`config.mk`:
```
export PLATFORM = sky130hd
export DESIGN_NAME = bce_ctrl
export DESIGN_NICKNAME = d
export VERILOG_FILES = /design/src/rtl/core/bce_pkg.sv /design/src/rtl/core/bce_ctrl.sv
export SDC_FILE = /design/constraint.sdc
export NUM_CORES = 1
export LEC_CHECK = 0
export BUFFER_PORTS_ARGS = -buffer_cell sky130_fd_sc_hd__buf_2
export CORE_MARGIN = 2
export CORE_UTILIZATION = 45
export DETAILED_ROUTE_END_ITERATION = 8
export HOLD_SLACK_MARGIN = 0.03
export PLACE_DENSITY = 0.74
export SLEW_MARGIN = 20
export SYNTH_ARGS = -nofsm -noshare
export SYNTH_HDL_FRONTEND = slang
export SYNTH_SLANG_ARGS = --single-unit
```
`constraint.sdc`:
```
create_clock -name clk -period 1.91 [get_ports clk]
set_clock_uncertainty 0.2 [all_clocks]
set_input_delay 0.191 -clock clk [delete_from_list [all_inputs] [get_ports clk]]
set_output_delay 0.191 -clock clk [all_outputs]
set_load 0.01 [all_outputs]
```
`src/rtl/core/bce_pkg.sv`:
```
package bce_pkg;

  localparam int NUM_BALLS = 32;
  localparam int FRAC_BITS = 16;
  localparam int ADDR_W    = $clog2(NUM_BALLS);
  localparam int CNT_W     = $clog2(NUM_BALLS + 1);
  localparam int LIM_W     = 31 + FRAC_BITS;
  // dividend width of the exchange divide: |dot| (59 bits) times |d| (24 bits)
  localparam int NUM_W     = 83;
  localparam int DIV_STEPS = NUM_W;
  localparam int DCNT_W    = $clog2(DIV_STEPS);

  localparam logic CMD_LOAD = 1'b0;
  localparam logic CMD_STEP = 1'b1;

  localparam logic [2:0] REG_BALL_COUNT   = 3'd0;
  localparam logic [2:0] REG_TIME_STEP    = 3'd1;
  localparam logic [2:0] REG_GRAVITY_Y    = 3'd2;
  localparam logic [2:0] REG_RESTITUTION  = 3'd3;
  localparam logic [2:0] REG_FLOOR_HEIGHT = 3'd4;
  localparam logic [2:0] REG_CONTACT_DIST = 3'd5;

  typedef struct packed {
    logic signed [31:0] pos_x;
    logic signed [31:0] pos_y;
    logic signed [31:0] pos_z;
    logic signed [31:0] vel_x;
    logic signed [31:0] vel_y;
    logic signed [31:0] vel_z;
  } ball_t;

  typedef struct packed {
    logic [6:0]         ball_count;
    logic [16:0]        time_step;
    logic signed [31:0] gravity_y;
    logic [16:0]        restitution;
    logic signed [31:0] floor_height;
    logic [30:0]        contact_dist_sq;
  } cfg_t;

  typedef enum logic [4:0] {
    OP_NOP, OP_LOAD, OP_RD, OP_CAP_A, OP_FLR_MUL, OP_FLR_SAT, OP_CAP_B, OP_SQ,
    OP_DOT, OP_PROD_LO, OP_PROD_HI, OP_DIV_STEP, OP_UPD, OP_WR_B, OP_GRAV_MUL,
    OP_GRAV_ADD, OP_POS_MUL, OP_POS_ADD, OP_EMIT
  } dp_op_t;

  typedef struct packed {
    dp_op_t            op;
    logic [ADDR_W-1:0] addr;
    logic [1:0]        k;
    logic              last;
  } dp_cmd_t;

  typedef struct packed {
    logic contact;
  } dp_status_t;

  typedef enum logic [4:0] {
    S_IDLE, S_RD_I, S_CAP_A, S_FLR_MUL, S_FLR_SAT, S_J_CHK, S_CAP_B, S_SQ,
    S_TEST, S_DOT, S_PROD_LO, S_PROD_HI, S_DIV, S_UPD, S_WR_B, S_GRAV_MUL,
    S_GRAV_ADD, S_POS_MUL, S_POS_ADD, S_EMIT
  } ctl_state_t;

  function automatic logic signed [31:0] sat32(input logic signed [63:0] x);
    if (x > 64'sd2147483647) return 32'sh7fffffff;
    else if (x < -64'sd2147483648) return 32'sh80000000;
    else return x[31:0];
  endfunction

endpackage

```
`src/rtl/core/bce_ctrl.sv`:
```
module bce_ctrl (
  input  logic                     clk,
  input  logic                     rst,
  input  logic                     req_valid,
  input  logic                     req_command,
  output logic                     req_ready,
  output logic                     rsp_valid,
  input  logic                     rsp_ready,
  input  logic [bce_pkg::CNT_W-1:0] n,
  input  bce_pkg::dp_status_t      status,
  output bce_pkg::dp_cmd_t         cmd
);
  import bce_pkg::*;

  ctl_state_t        state, state_next;
  logic [CNT_W-1:0]  i, j;
  logic [1:0]        k;
  logic [DCNT_W-1:0] dcnt;
  logic              slot_free;
  logic              emit;

  assign slot_free = !rsp_valid || rsp_ready;
  assign emit      = (state == S_EMIT) && slot_free;

  always_comb begin
    state_next = state;
    case (state)
      S_IDLE: begin
        if (req_valid && (req_command == CMD_STEP) && (n != '0)) state_next = S_RD_I;
      end
      S_RD_I:    state_next = S_CAP_A;
      S_CAP_A:   state_next = S_FLR_MUL;
      S_FLR_MUL: state_next = S_FLR_SAT;
      S_FLR_SAT: state_next = S_J_CHK;
      S_J_CHK:   state_next = (j < n) ? S_CAP_B : S_GRAV_MUL;
      S_CAP_B:   state_next = S_SQ;
      S_SQ:      if (k == 2'd2) state_next = S_TEST;
      S_TEST:    state_next = status.contact ? S_DOT : S_J_CHK;
      S_DOT:     if (k == 2'd2) state_next = S_PROD_LO;
      S_PROD_LO: state_next = S_PROD_HI;
      S_PROD_HI: state_next = S_DIV;
      S_DIV:     if (dcnt == DCNT_W'(DIV_STEPS - 1)) state_next = S_UPD;
      S_UPD:     state_next = (k == 2'd2) ? S_WR_B : S_PROD_LO;
      S_WR_B:    state_next = S_J_CHK;
      S_GRAV_MUL: state_next = S_GRAV_ADD;
      S_GRAV_ADD: state_next = S_POS_MUL;
      S_POS_MUL:  state_next = S_POS_ADD;
      S_POS_ADD:  state_next = (k == 2'd2) ? S_EMIT : S_POS_MUL;
      S_EMIT: begin
        if (slot_free) state_next = (i + 1'b1 < n) ? S_RD_I : S_IDLE;
      end
      default: state_next = S_IDLE;
    endcase
  end

  always_comb begin
    req_ready = 1'b0;
    cmd.op    = OP_NOP;
    cmd.addr  = i[ADDR_W-1:0];
    cmd.k     = k;
    cmd.last  = (i + 1'b1 == n);
    case (state)
      S_IDLE: begin
        req_ready = 1'b1;
        if (req_valid && (req_command == CMD_LOAD)) cmd.op = OP_LOAD;
      end
      S_RD_I:    cmd.op = OP_RD;
      S_CAP_A:   cmd.op = OP_CAP_A;
      S_FLR_MUL: cmd.op = OP_FLR_MUL;
      S_FLR_SAT: cmd.op = OP_FLR_SAT;
      S_J_CHK: begin
        cmd.addr = j[ADDR_W-1:0];
        if (j < n) cmd.op = OP_RD;
      end
      S_CAP_B:   cmd.op = OP_CAP_B;
      S_SQ:      cmd.op = OP_SQ;
      S_DOT:     cmd.op = OP_DOT;
      S_PROD_LO: cmd.op = OP_PROD_LO;
      S_PROD_HI: cmd.op = OP_PROD_HI;
      S_DIV:     cmd.op = OP_DIV_STEP;
      S_UPD:     cmd.op = OP_UPD;
      S_WR_B: begin
        cmd.op   = OP_WR_B;
        cmd.addr = j[ADDR_W-1:0];
      end
      S_GRAV_MUL: cmd.op = OP_GRAV_MUL;
      S_GRAV_ADD: cmd.op = OP_GRAV_ADD;
      S_POS_MUL:  cmd.op = OP_POS_MUL;
      S_POS_ADD:  cmd.op = OP_POS_ADD;
      S_EMIT:     if (slot_free) cmd.op = OP_EMIT;
      default: ;
    endcase
  end

  always_ff @(posedge clk) begin
    if (rst) begin
      state     <= S_IDLE;
      i         <= '0;
      j         <= '0;
      k         <= '0;
      dcnt      <= '0;
      rsp_valid <= 1'b0;
    end else begin
      state <= state_next;
      if (emit) rsp_valid <= 1'b1;
      else if (rsp_ready) rsp_valid <= 1'b0;
      case (state)
        S_IDLE:  i <= '0;
        S_CAP_A: j <= i + 1'b1;
        S_TEST:  if (!status.contact) j <= j + 1'b1;
        S_WR_B:  j <= j + 1'b1;
        S_SQ, S_DOT, S_UPD, S_POS_ADD: k <= (k == 2'd2) ? 2'd0 : k + 2'd1;
        S_PROD_HI: dcnt <= '0;
        S_DIV:     dcnt <= dcnt + 1'b1;
        S_EMIT:    if (slot_free) i <= i + 1'b1;
        default: ;
      endcase
    end
  end

  a_emit_slot: assert property (@(posedge clk) disable iff (rst)
    (cmd.op == OP_EMIT) |-> (!rsp_valid || rsp_ready))
    else $error("result emitted over a waiting one");
  a_read_range: assert property (@(posedge clk) disable iff (rst)
    (state == S_RD_I) |-> (i < n))
    else $error("ball read beyond count");
  a_pair_order: assert property (@(posedge clk) disable iff (rst)
    (state == S_CAP_B) |-> (j > i))
    else $error("pair partner not above current ball");
  a_div_len: assert property (@(posedge clk) disable iff (rst)
    (state == S_DIV) |-> (dcnt < DCNT_W'(DIV_STEPS)))
    else $error("divide ran too long");

endmodule

```
# Yosys cells after proc, flatten, opt, wreduce, memory -nomap -nowiden
# Cells that the tools add are included.
# totals
register_bits,27
input_bits,12
output_inout_bits,15
# classes
n_addsub,4
n_lt_le_gt_ge,2
n_eq_ne,28
n_mux,25
n_bitwise,1
reduce_logical,18
# ops
op,n
$pmux W5 S19,2
$eq A5 B4 Y1 const B,8
$mux W5,7
$eq A5 B3 Y1 const B,4
$eq A5 B5 Y1 const B,4
$pmux W6 S3,1
$pmux W7 S2,1
$add A6 B1 Y6 const B,2
$lt A6 B6 Y1,2
$mux W6,2
$ne A2 B2 Y1 const B,6
$pmux W6 S2,1
$eq A5 B2 Y1 const B,2
$mux W4,2
$add A7 B1 Y7 const B,1
$eq A7 B7 Y1 const B,1
$eq A6 B6 Y1,1
$mux W2,3
$reduce_bool A2 Y1,3
$reduce_bool A6 Y1,1
$eq A5 B1 Y1 const B,1
$logic_not A5 Y1,1
$mux W1,5
$reduce_and A5 Y1,1
11 further kinds,16

# Logic depth before layout (Yosys ltp)
# Gate-level depths: netlist of the first run.
# logic_depth
word_depth,5
mapped_depth,9
depth_no_buf,9

# Worst setup path after synthesis of the first run
# No wires, ideal clock.
# synth_path
path_type,register -> register
start,reg state[1]
end,reg state[2]
arrival_time_ns,1.842
required_ns,1.650
setup_slack_ns,-0.192
stages_incl_launch_ff,7
n_path_buf,1
synth_period_minus_slack_ns,2.102
cell_sequence,dfxtp_1 > buf_4 > or2_1 > nor4_1 > o21ai_1 > a211o_1 > nand2_1
# synth_between
elab_chain_len,3
# synth_rtl
element,line,text
start: declaration,bce_ctrl.sv:15,"ctl_state_t state, state_next;"
start signal: assignment,bce_ctrl.sv:104,state <= state_next;
$eq A5 B4 Y1 (tied with other cells),bce_ctrl.sv:27,case (state)
$reduce_or A2 Y1 (no source line) or $ne A2 B2 Y1 (tied branches),--,
$pmux W5 S19 or $reduce_and A5 Y1 (tied branches),--,
# Several ways; a longest one is shown, not always the timed one.
# A chain may end at the register's enable or synchronous reset.

==> results of run 1 <==
-- logic make-up (layout without fill, tap and decap cells) --
logic type,Yosys count,count (layout)
simple gates,118,118
compound gates,81,81
flops,27,27
buf+inv,27,130
fa+ha+maj,15,15
mux,11,11
xor+xnor,4,4
-- worst max path at each step --
stage	slack, ns	from	end
after floorplan	-0.02	state[4]$_SDFFE_PP0P_	dcnt[5]$_SDFFE_PP0P_
after global placement	-0.06	state[0]$_SDFFE_PP0P_	dcnt[6]$_SDFFE_PP0P_
after detailed placement	-0.11	state[3]$_SDFFE_PP0P_	j[5]$_SDFFE_PP0P_
after CTS	-0.33	j[3]$_SDFFE_PP0P_	cmd[9]
after global routing	-0.52	j[5]$_SDFFE_PP0P_	cmd[9]
final	-0.42	j[5]$_SDFFE_PP0P_	cmd[9]
-- stage by stage --
stage / TNS [ns] / worst slack, ns / std cells
floorplan: -0.0226 / -0.0226 / 283
global placement: -0.255 / -0.0619 / 411
detailed placement: -0.702 / -0.114 / 411
CTS: -2.88 / -0.330 / 433
global route: -7.16 / -0.516 / 440
finish: -5.50 / -0.421 / 440
-- Yosys cell counts, drive strengths merged, types with 2 or more instances --
cell type  instances
nor2              33
dfxtp             27
a21oi             25
o21ai             18
ha                15
nand3             15
nand2             13
nor3              11
inv               10
clkbuf             9
buf                8
nand2b             8
a211oi             7
mux2               7
a22oi              6
nor2b              6
and2               5
nand3b             5
a211o              4
a31oi              4
mux2i              4
nor3b              4
and3               3
nand4              3
o21a               3
o21bai             3
xnor2              3
a311oi             2
nor4               2
o22ai              2
or3                2
or3b               2
or4                2
-- metal layers --
layer / vias up / GRT usage / routed length [um] / share of wire
li1: 1246 / - / - / -
met1: 1375 / 0.388 / 3830 / 0.38
met2: 263 / 0.482 / 4620 / 0.46
met3: 80 / 0.0525 / 909 / 0.091
met4: 0 / 0.107 / 642 / 0.064
met5: - / 0 / 0 / 0
-- power by group through the flow --
stage / clock network (uW) / registers [uW] / logic (uW)
after global routing: 380 / 707 / 1690
after detailed placement: 0 / 703 / 978
after floorplan: 0 / 660 / 568
after CTS: 354 / 689 / 1250
after global placement: 0 / 702 / 958
final: 351 / 708 / 1650
-- state kept, by name, indices dropped and copies added, names as in the netlist --
register / count
j: 6
i: 6
rsp_valid: 1
state: 5
k: 2
dcnt: 7
-- cell type report --
| cell class | count | area [um^2] |
|---|---|---|
| multi-input combinational | 229 | 1930 |
| fill | 276 | 1040 |
| timing repair buffer | 116 | 978 |
| sequential | 27 | 566 |
| tap | 54 | 67.6 |
| clock buffer | 3 | 41.3 |
| inverter | 10 | 37.5 |
| clock inverter | 1 | 5.00 |
-- worst max-delay path, delay by kind of cell (launching register included) --
kind | cells | cell delay, ns
AO/OA/AOI/OAI | 4 | 0.54
adder cells (fa/ha/maj) | 1 | 0.29
buffers and inverters | 1 | 0.13
flip-flops | 1 | 0.41
AND/OR/NAND/NOR | 1 | 0.30
-- timing repair --
item / in CTS / in global routing
endpoints found under the setup margin: 24 / 31
pin swaps: 34 / 23
gates resized for setup: 78 / 65
hold buffers: 0 / 0
buffers inserted: 19 / 7
==> flow_metrics.tcl, run 1 <==
set metrics [dict create \
    min_period_ns 2.33 \
    clock_latency_ns 0.28 \
    fin_util 0.777 \
    grtUsageTotal 0.295 \
    path_clk_slew_ns 0.11 \
    grt_overflow 0 \
    critPathLaunchType "flop" \
    numPortBuffers 26 \
    syn_to_final_growth_pct 68.6 \
    p_sw_uw 1180 \
    netlist_instances 283 \
    critPathCaptureType "output pin" \
    finalHoldViolations 0 \
    die_x_um 73.1 \
    hold_class "input port to flop" \
    relSlewSlack 0.574 \
    violations "setup timing" \
    finalPower_uw 2700 \
    place_congestion 0.934 \
    synthXorXnorAreaFrac 0.0163 \
    tightest_slew_ns 0.638 \
    dpl.hpwl_um 4880 \
    final_common_cell "buf_4" \
    sw_frac_of_total 0.435 \
    async_reset_ff_frac 0 \
    slowest_stage "dfxtp_1" \
    antenna_cells_inserted 0 \
    synth_area_leaders "dfxtp_1 (25%), ha_1 (8.7%), a21oi_1 (5.8%), nor2_1 (5.6%), o21ai_0 (4.0%)" \
    finalSetupViolCount 30 \
    drc 0 \
    grt_pass1_wl_um 12200 \
    ys_ff_latch 27 \
    p_int_uw 1530 \
    cts_max_level 1 \
    yosysWarnings 0 \
    grt_pass1_vias 2544 \
    hold_end "dcnt[6]$_SDFFE_PP0P_" \
    synth_flop_cell "dfxtp_1" \
    wl_per_cell_um 22.7 \
    cp_max_fo 3 \
    synth_compound_gate_area_share 0.242 \
    ant_nets 0 \
    p_comb_frac 0.608 \
    rsz0062_at_grt "yes" \
    power_density_nw_per_um2 747 \
    seq_power_share 0.262 \
    yosysTopAreaCell "dfxtp_1" \
    clock-sinks 27 \
    cts_tree "built" \
    path_cells "ha_1, o21a_1, a21oi_1, o21ai_1, nor4_1, a211o_1, buf_2" \
    arrival_ns 1.94 \
    drt-initial-drc-count 413 \
    design.core.area_um2 4660 \
    first_pass_iters 5 \
    crit_type "flop to output pin" \
    root_buffer "clkbuf_8" \
    hp-start "rst" \
    slowest_delay_ns 0.41 \
    vdd_drop_max_v 0.000527 \
    reg2reg_setup_slack_ns -0.36 \
    ys_seq_area_frac 0.252 \
    synth_nets 310 \
    postSynthAreaPerCell_um2 7.59 \
    via_per_inst 6.74 \
    rr_endpoint "j[0]$_SDFFE_PP0P_" \
    fin_crit_sh 1.22 \
    power_leakage_uw 0.00152 \
    cts_max_path_buffers 2 \
    wl_um 10000 \
    yosys.area_share.adder 0.0874 \
    synth_edf_count 0 \
    place_area_um2 2800 \
    reg2regPathDepth 9 \
    layout.nets 414 \
    final_design_area_no_fill_um2 3620 \
    final_cell_mix "buf_4 (62), buf_6 (30), nor2_1 (27), buf_2 (20), dfxtp_1 (17)" \
    initial_core_util 0.461 \
    crit_required_ns 1.52 \
    drv_slew 0 \
    synthSimpleGateAreaFrac 0.295 \
    drv_cap 0 \
    die_y_um 73.1 \
    status "finished, violations left" \
    netlist-cell-type-count 55 \
    rows 25 \
    clock_power_share 0.130 \
    io-pin-count 27 \
    max_freq_mhz 429 \
    drive_gt1_frac 0.521 \
    timing.final.ws_setup_ns -0.421 \
    antenna_found_initial 0 \
    holdWs_ns 0.219 \
    synth_top_family_by_area "simple AND/OR/NAND/NOR gates" \
    num_vias 2964 \
    grt_max_degree 29 \
    netlist_area_um2 2150 \
    die_area_um2 5340 \
    worstHoldPathCells 2 \
    synth_top_area_frac 0.252 \
    cts_buffers 3 \
    r2r_start "state[1]$_SDFFE_PP0P_" \
    synth_mux_area_frac 0.0554 \
]
Power figures use the tool's default switching activity.
==> run 2, diff against run 1 <==
--- a/config.mk
+++ b/config.mk
@@ -6,11 +6,15 @@
 export NUM_CORES = 1
 export LEC_CHECK = 0
 export BUFFER_PORTS_ARGS = -buffer_cell sky130_fd_sc_hd__buf_2
+export CELL_PAD_IN_SITES_DETAIL_PLACEMENT = 0
+export CELL_PAD_IN_SITES_GLOBAL_PLACEMENT = 1
+export CORE_ASPECT_RATIO = 1.2
 export CORE_MARGIN = 2
-export CORE_UTILIZATION = 45
+export CORE_UTILIZATION = 38
 export DETAILED_ROUTE_END_ITERATION = 8
 export HOLD_SLACK_MARGIN = 0.03
-export PLACE_DENSITY = 0.74
+export PLACE_DENSITY = 0.82
+export REMOVE_ABC_BUFFERS = 1
 export SLEW_MARGIN = 20
 export SYNTH_ARGS = -nofsm -noshare
 export SYNTH_HDL_FRONTEND = slang
==> run 2 against run 1 <==
  * The run still ends with setup timing left
  * Hold slack lost 0.032 ns
  * Core utilization shrank 7.8 points
  * Non-clock buffer count grew 26
  * Critical path depth is the same
  * Critical path type unchanged
  * Largest cell class unchanged
  * Largest power group unchanged
==> flow_metrics.tcl, run 2 (synthesis results as in run 1) <==
set metrics [dict create \
    antenna_cells_inserted 0 \
    cts_tree "built" \
    power_leakage_uw 0.00163 \
    reg2reg_setup_slack_ns -0.23 \
    timing.final.ws_setup_ns -0.325 \
    min_period_ns 2.23 \
    arrival_ns 1.84 \
    relSlewSlack 0.603 \
    crit_required_ns 1.52 \
    slowest_delay_ns 0.36 \
    max_freq_mhz 447 \
    reg2regPathDepth 10 \
    hold_class "input port to flop" \
    die_x_um 72.6 \
    finalHoldViolations 0 \
    r2r_start "i[1]$_SDFFE_PP0P_" \
    rows 30 \
    wl_per_cell_um 17.3 \
    fillCellCount 408 \
    cts_max_path_buffers 2 \
    grt_pass1_vias 2574 \
    final_common_cell "buf_4" \
    rr_endpoint "state[0]$_SDFFE_PP0P_" \
    fin_crit_sh 1.17 \
    holdWs_ns 0.187 \
    power_density_nw_per_um2 729 \
    largest_reg_flops 7 \
    layout.nets 440 \
    path_cells "ha_4, a211o_1, a21oi_2, o21ai_2, nor4_2, a211o_1, buf_2" \
    vdd_drop_max_v 0.000376 \
    clock_latency_ns 0.28 \
    slowest_stage "dfxtp_2" \
    clock-sinks 27 \
    finalSetupTns_ns -3.73 \
    initial_core_util 0.386 \
    drive_gt1_frac 0.570 \
    hold_end "state[0]$_SDFFE_PP0P_" \
    die_y_um 86.3 \
    status "finished, violations left" \
    ant_nets 0 \
    design.core.area_um2 5560 \
    placedCellCount 434 \
    die_area_um2 6270 \
    path_common_cell "a211o_1" \
    antenna_found_initial 0 \
    top_register "dcnt" \
    hp-start "req_command" \
    num_vias 2656 \
    numPortBuffers 26 \
    place_congestion 0.896 \
    cts_max_level 1 \
    dpl.hpwl_um 4960 \
    cp_max_fo 2 \
    grt_overflow 0 \
    tightest_slew_ns 0.595 \
    drc 0 \
    io-pin-count 27 \
    reg_top3 "dcnt x7, i x6, j x6" \
    root_buffer "clkbuf_8" \
    critPathCaptureType "output pin" \
    first_pass_iters 4 \
    drt-initial-drc-count 259 \
    final_cell_mix "buf_4 (79), buf_6 (43), nor2_1 (26), buf_2 (20)" \
    grt_pass1_wl_um 11900 \
    final_design_area_no_fill_um2 3880 \
    cts_buffers 3 \
    place_area_um2 2870 \
    crit_type "flop to output pin" \
    wl_um 8220 \
    worstHoldPathCells 5 \
    dp_slack_ns -0.151 \
    syn_to_final_growth_pct 80.9 \
    grtUsageTotal 0.238 \
    drv_cap 0 \
    cp-startpoint "j[3]$_SDFFE_PP0P_" \
    finalSetupViolCount 31 \
    critPathLaunchType "flop" \
    stdcell_count 476 \
    grt_max_degree 29 \
    violations "setup timing" \
    drv_slew 0 \
    rsz0062_at_grt "yes" \
    path_clk_slew_ns 0.10 \
    via_per_inst 5.58 \
]
==> run 2: changes by cell type in the layout (fill, tap and decap cells not counted), moves of 3 or more <==
cell     before  now
buf_4        62   79
o21ai_1       6    9
dfxtp_2       5    9
buf_6        30   43
buf_12        3    0
dfxtp_4       5    2
==> run 2: worst max path at each step <==
stage          cells past startpoint               endpoint
2_1_floorplan                      4      j[5]$_SDFFE_PP0P_
3_3_place_gp                       6  state[2]$_SDFFE_PP0P_
3_5_place_dp                       6  state[2]$_SDFFE_PP0P_
4_1_cts                            7                 cmd[9]
5_1_grt                            7                 cmd[9]
6_report                           7                 cmd[9]
==> run 2: final cells by class <==
cell class | count | area [um^2] | share of cell area
inverter | 10 | 40.0 | 0.0103
clock inverter | 1 | 5.00 | 0.00129
tap | 64 | 80.1 | 0.0206
sequential | 27 | 559 | 0.144
timing repair buffer | 142 | 1180 | 0.303
clock buffer | 3 | 41.3 | 0.0106
multi-input combinational | 229 | 1980 | 0.510
==> run 2: worst max-delay path, delay by kind of cell (launching register included) <==
kind            cells  cell delay, ns
compound gates      4            0.63
fa+ha+maj           1            0.20
buf+inv             1            0.12
simple gates        1            0.25
flops               1            0.36
==> run 2: stage by stage <==
stage,power [uW],util
after global routing,2980,0.699
after CTS,2460,0.612
after detailed placement,1780,0.516
after global placement,1760,0.516
final,2830,0.699
after floorplan,1170,-
==> run 2: power breakdown <==
part	total [uW]	switching, uW	internal [uW]
clock	350	203	147
sequential	677	62.7	615
combinational	1810	830	976
total	2830	1090	1740
==> run 2: per-layer routing <==
layer | routed length [um] | vias up | track usage
met5 | 0 | - | 0
met4 | 81 | 0 | 0.0875
met3 | 251 | 8 | 0.0221
met2 | 4640 | 59 | 0.445
met1 | 3240 | 1292 | 0.276
li1 | - | 1297 | -
==> run 2: what timing repair did <==
action / CTS / global route
setup endpoints to repair: 35 / 37
buffers inserted: 23 / 20
hold buffers: 0 / 0
resized for setup: 80 / 91
gates cloned: 0 / 1
pin swaps: 25 / 52
==> run 3, diff against run 2 <==
--- a/config.mk
+++ b/config.mk
@@ -11,10 +11,12 @@
 export CORE_ASPECT_RATIO = 1.2
 export CORE_MARGIN = 2
 export CORE_UTILIZATION = 38
+export CTS_CLUSTER_DIAMETER = 80
 export DETAILED_ROUTE_END_ITERATION = 8
 export HOLD_SLACK_MARGIN = 0.03
 export PLACE_DENSITY = 0.82
 export REMOVE_ABC_BUFFERS = 1
+export SKIP_CTS_REPAIR_TIMING = 1
 export SLEW_MARGIN = 20
 export SYNTH_ARGS = -nofsm -noshare
 export SYNTH_HDL_FRONTEND = slang
==> run 3 against run 2 <==
  * The run still ends with setup timing left
  * Die area unchanged
  * Clock-buffer cell count unchanged
  * Sequential power fell by 1%
  * Critical path type unchanged
  * Clock power is 2% lower
  * Critical endpoint unchanged
==> flow_metrics.tcl, run 3 (synthesis results as in run 1) <==
set metrics [dict create \
    grtUsageTotal 0.206 \
    power_leakage_uw 0.00148 \
    largest_reg_flops 7 \
    final_cell_mix "buf_4 (75), nor2_1 (26), buf_6 (22), buf_2 (21), a21oi_1 (19)" \
    path_clk_slew_ns 0.10 \
    cts_max_level 1 \
    clock_latency_ns 0.28 \
    cp_max_fo 4 \
    die_y_um 86.3 \
    root_buffer "clkbuf_8" \
    top_register "dcnt" \
    hp-start "rst" \
    dp_slack_ns -0.151 \
    grt_pass1_wl_um 10400 \
    cp-startpoint "state[1]$_SDFFE_PP0P_" \
    slowest_stage "dfxtp_4" \
    max_freq_mhz 451 \
    grt_max_degree 29 \
    final_common_cell "buf_4" \
    wl_um 7290 \
    reg2regPathDepth 6 \
    via_per_inst 5.67 \
    num_vias 2570 \
    finalHoldViolations 0 \
    violations "setup timing" \
    worstHoldPathCells 2 \
    reg_top3 "dcnt x7, i x6, j x6" \
    rows 30 \
    dpl.hpwl_um 4960 \
    crit_type "flop to output pin" \
    design.core.area_um2 5560 \
    finalSetupViolCount 26 \
    drv_cap 0 \
    antenna_found_initial 0 \
    drc 0 \
    reg2reg_setup_slack_ns -0.21 \
    r2r_start "state[1]$_SDFFE_PP0P_" \
    place_congestion 0.896 \
    rsz0062_at_grt "yes" \
    die_x_um 72.6 \
    grt_pass1_vias 2323 \
    die_area_um2 6270 \
    crit_required_ns 1.52 \
    cts_max_path_buffers 2 \
    numPortBuffers 26 \
    clock-sinks 27 \
    slowest_delay_ns 0.37 \
    critPathCaptureType "output pin" \
    tightest_slew_ns 0.581 \
    ant_nets 0 \
    min_period_ns 2.22 \
    relSlewSlack 0.613 \
    arrival_ns 1.83 \
    path_common_cell "buf_4" \
    path_cells "buf_4, or2_1, buf_4, a311o_1, a21oi_1, a211o_1, buf_2" \
    hold_class "input port to flop" \
    cts_tree "built" \
    vdd_drop_max_v 0.000380 \
    critPathLaunchType "flop" \
    grt_overflow 0 \
    layout.nets 417 \
    drv_slew 0 \
    fin_crit_sh 1.16 \
    initial_core_util 0.386 \
    power_density_nw_per_um2 704 \
    rr_endpoint "j[5]$_SDFFE_PP0P_" \
    syn_to_final_growth_pct 61.5 \
    holdWs_ns 0.193 \
    first_pass_iters 4 \
    drt-initial-drc-count 187 \
    io-pin-count 27 \
    hold_end "dcnt[5]$_SDFFE_PP0P_" \
    antenna_cells_inserted 0 \
    timing.final.ws_setup_ns -0.306 \
    wl_per_cell_um 16.1 \
    cts_buffers 3 \
    status "finished, violations left" \
    drive_gt1_frac 0.499 \
]
run 3: changes by cell type in the layout (fill, tap and decap cells not counted), moves of 3 or more:
cell     previous run  this run
o21ai_1             9        12
o21ai_2             5         1
nand3_1             9        13
a21oi_1            16        19
buf_6              43        22
buf_4              79        75
a21oi_2             9         6
run 3: area by class of cell:
class,instances,area [um^2]
clock buffers,3,41.3
clock inverters,1,5.00
fillers,467,2090
inverters,10,37.5
multi-input cells,229,1820
flip-flops and latches,27,564
well taps,64,80.1
repair buffers,119,921
run 3: report_power, final:
group	switching [uW]	internal, uW	total [uW]
clock network	196	147	343
registers	53.2	615	668
logic	707	723	1430
run 3: worst max-delay path by stage:
| stage | cells after the start | slack, ns | to |
|---|---|---|---|
| 4_1_cts | 7 | -0.37 | cmd[9] |
| 6_report | 7 | -0.31 | cmd[9] |
| 2_1_floorplan | 4 | -0.47 | j[5]$_SDFFE_PP0P_ |
| 3_3_place_gp | 6 | -0.14 | state[2]$_SDFFE_PP0P_ |
| 5_1_grt | 7 | -0.40 | cmd[9] |
| 3_5_place_dp | 6 | -0.15 | state[2]$_SDFFE_PP0P_ |
run 3: through the flow:
step | util | instances | total power, uW | area (um^2) | TNS, ns
detailed placement | 0.516 | 434 | 1780 | 2870 | -1.32
global placement | 0.516 | 434 | 1760 | 2870 | -0.826
floorplan | - | 266 | 1170 | 2070 | -5.51
finish | 0.624 | 453 | 2440 | 3470 | -2.75
global route | 0.624 | 453 | 2590 | 3470 | -5.32
CTS | 0.525 | 438 | 2120 | 2920 | -5.12
run 3: metal layers:
layer,up-vias,share of wire,GRT usage
li1,1250,-,-
met3,14,0.031,0.0221
met5,-,0,0
met2,74,0.54,0.373
met1,1232,0.41,0.249
met4,0,0.019,0.0724
run 3: worst max-delay path, delay by kind of cell (launching register included):
kind                   cells  cell delay [ns]
AND/OR/NAND/NOR            1             0.23
flip-flops                 1             0.37
buffers and inverters      3             0.41
AO/OA/AOI/OAI              3             0.56
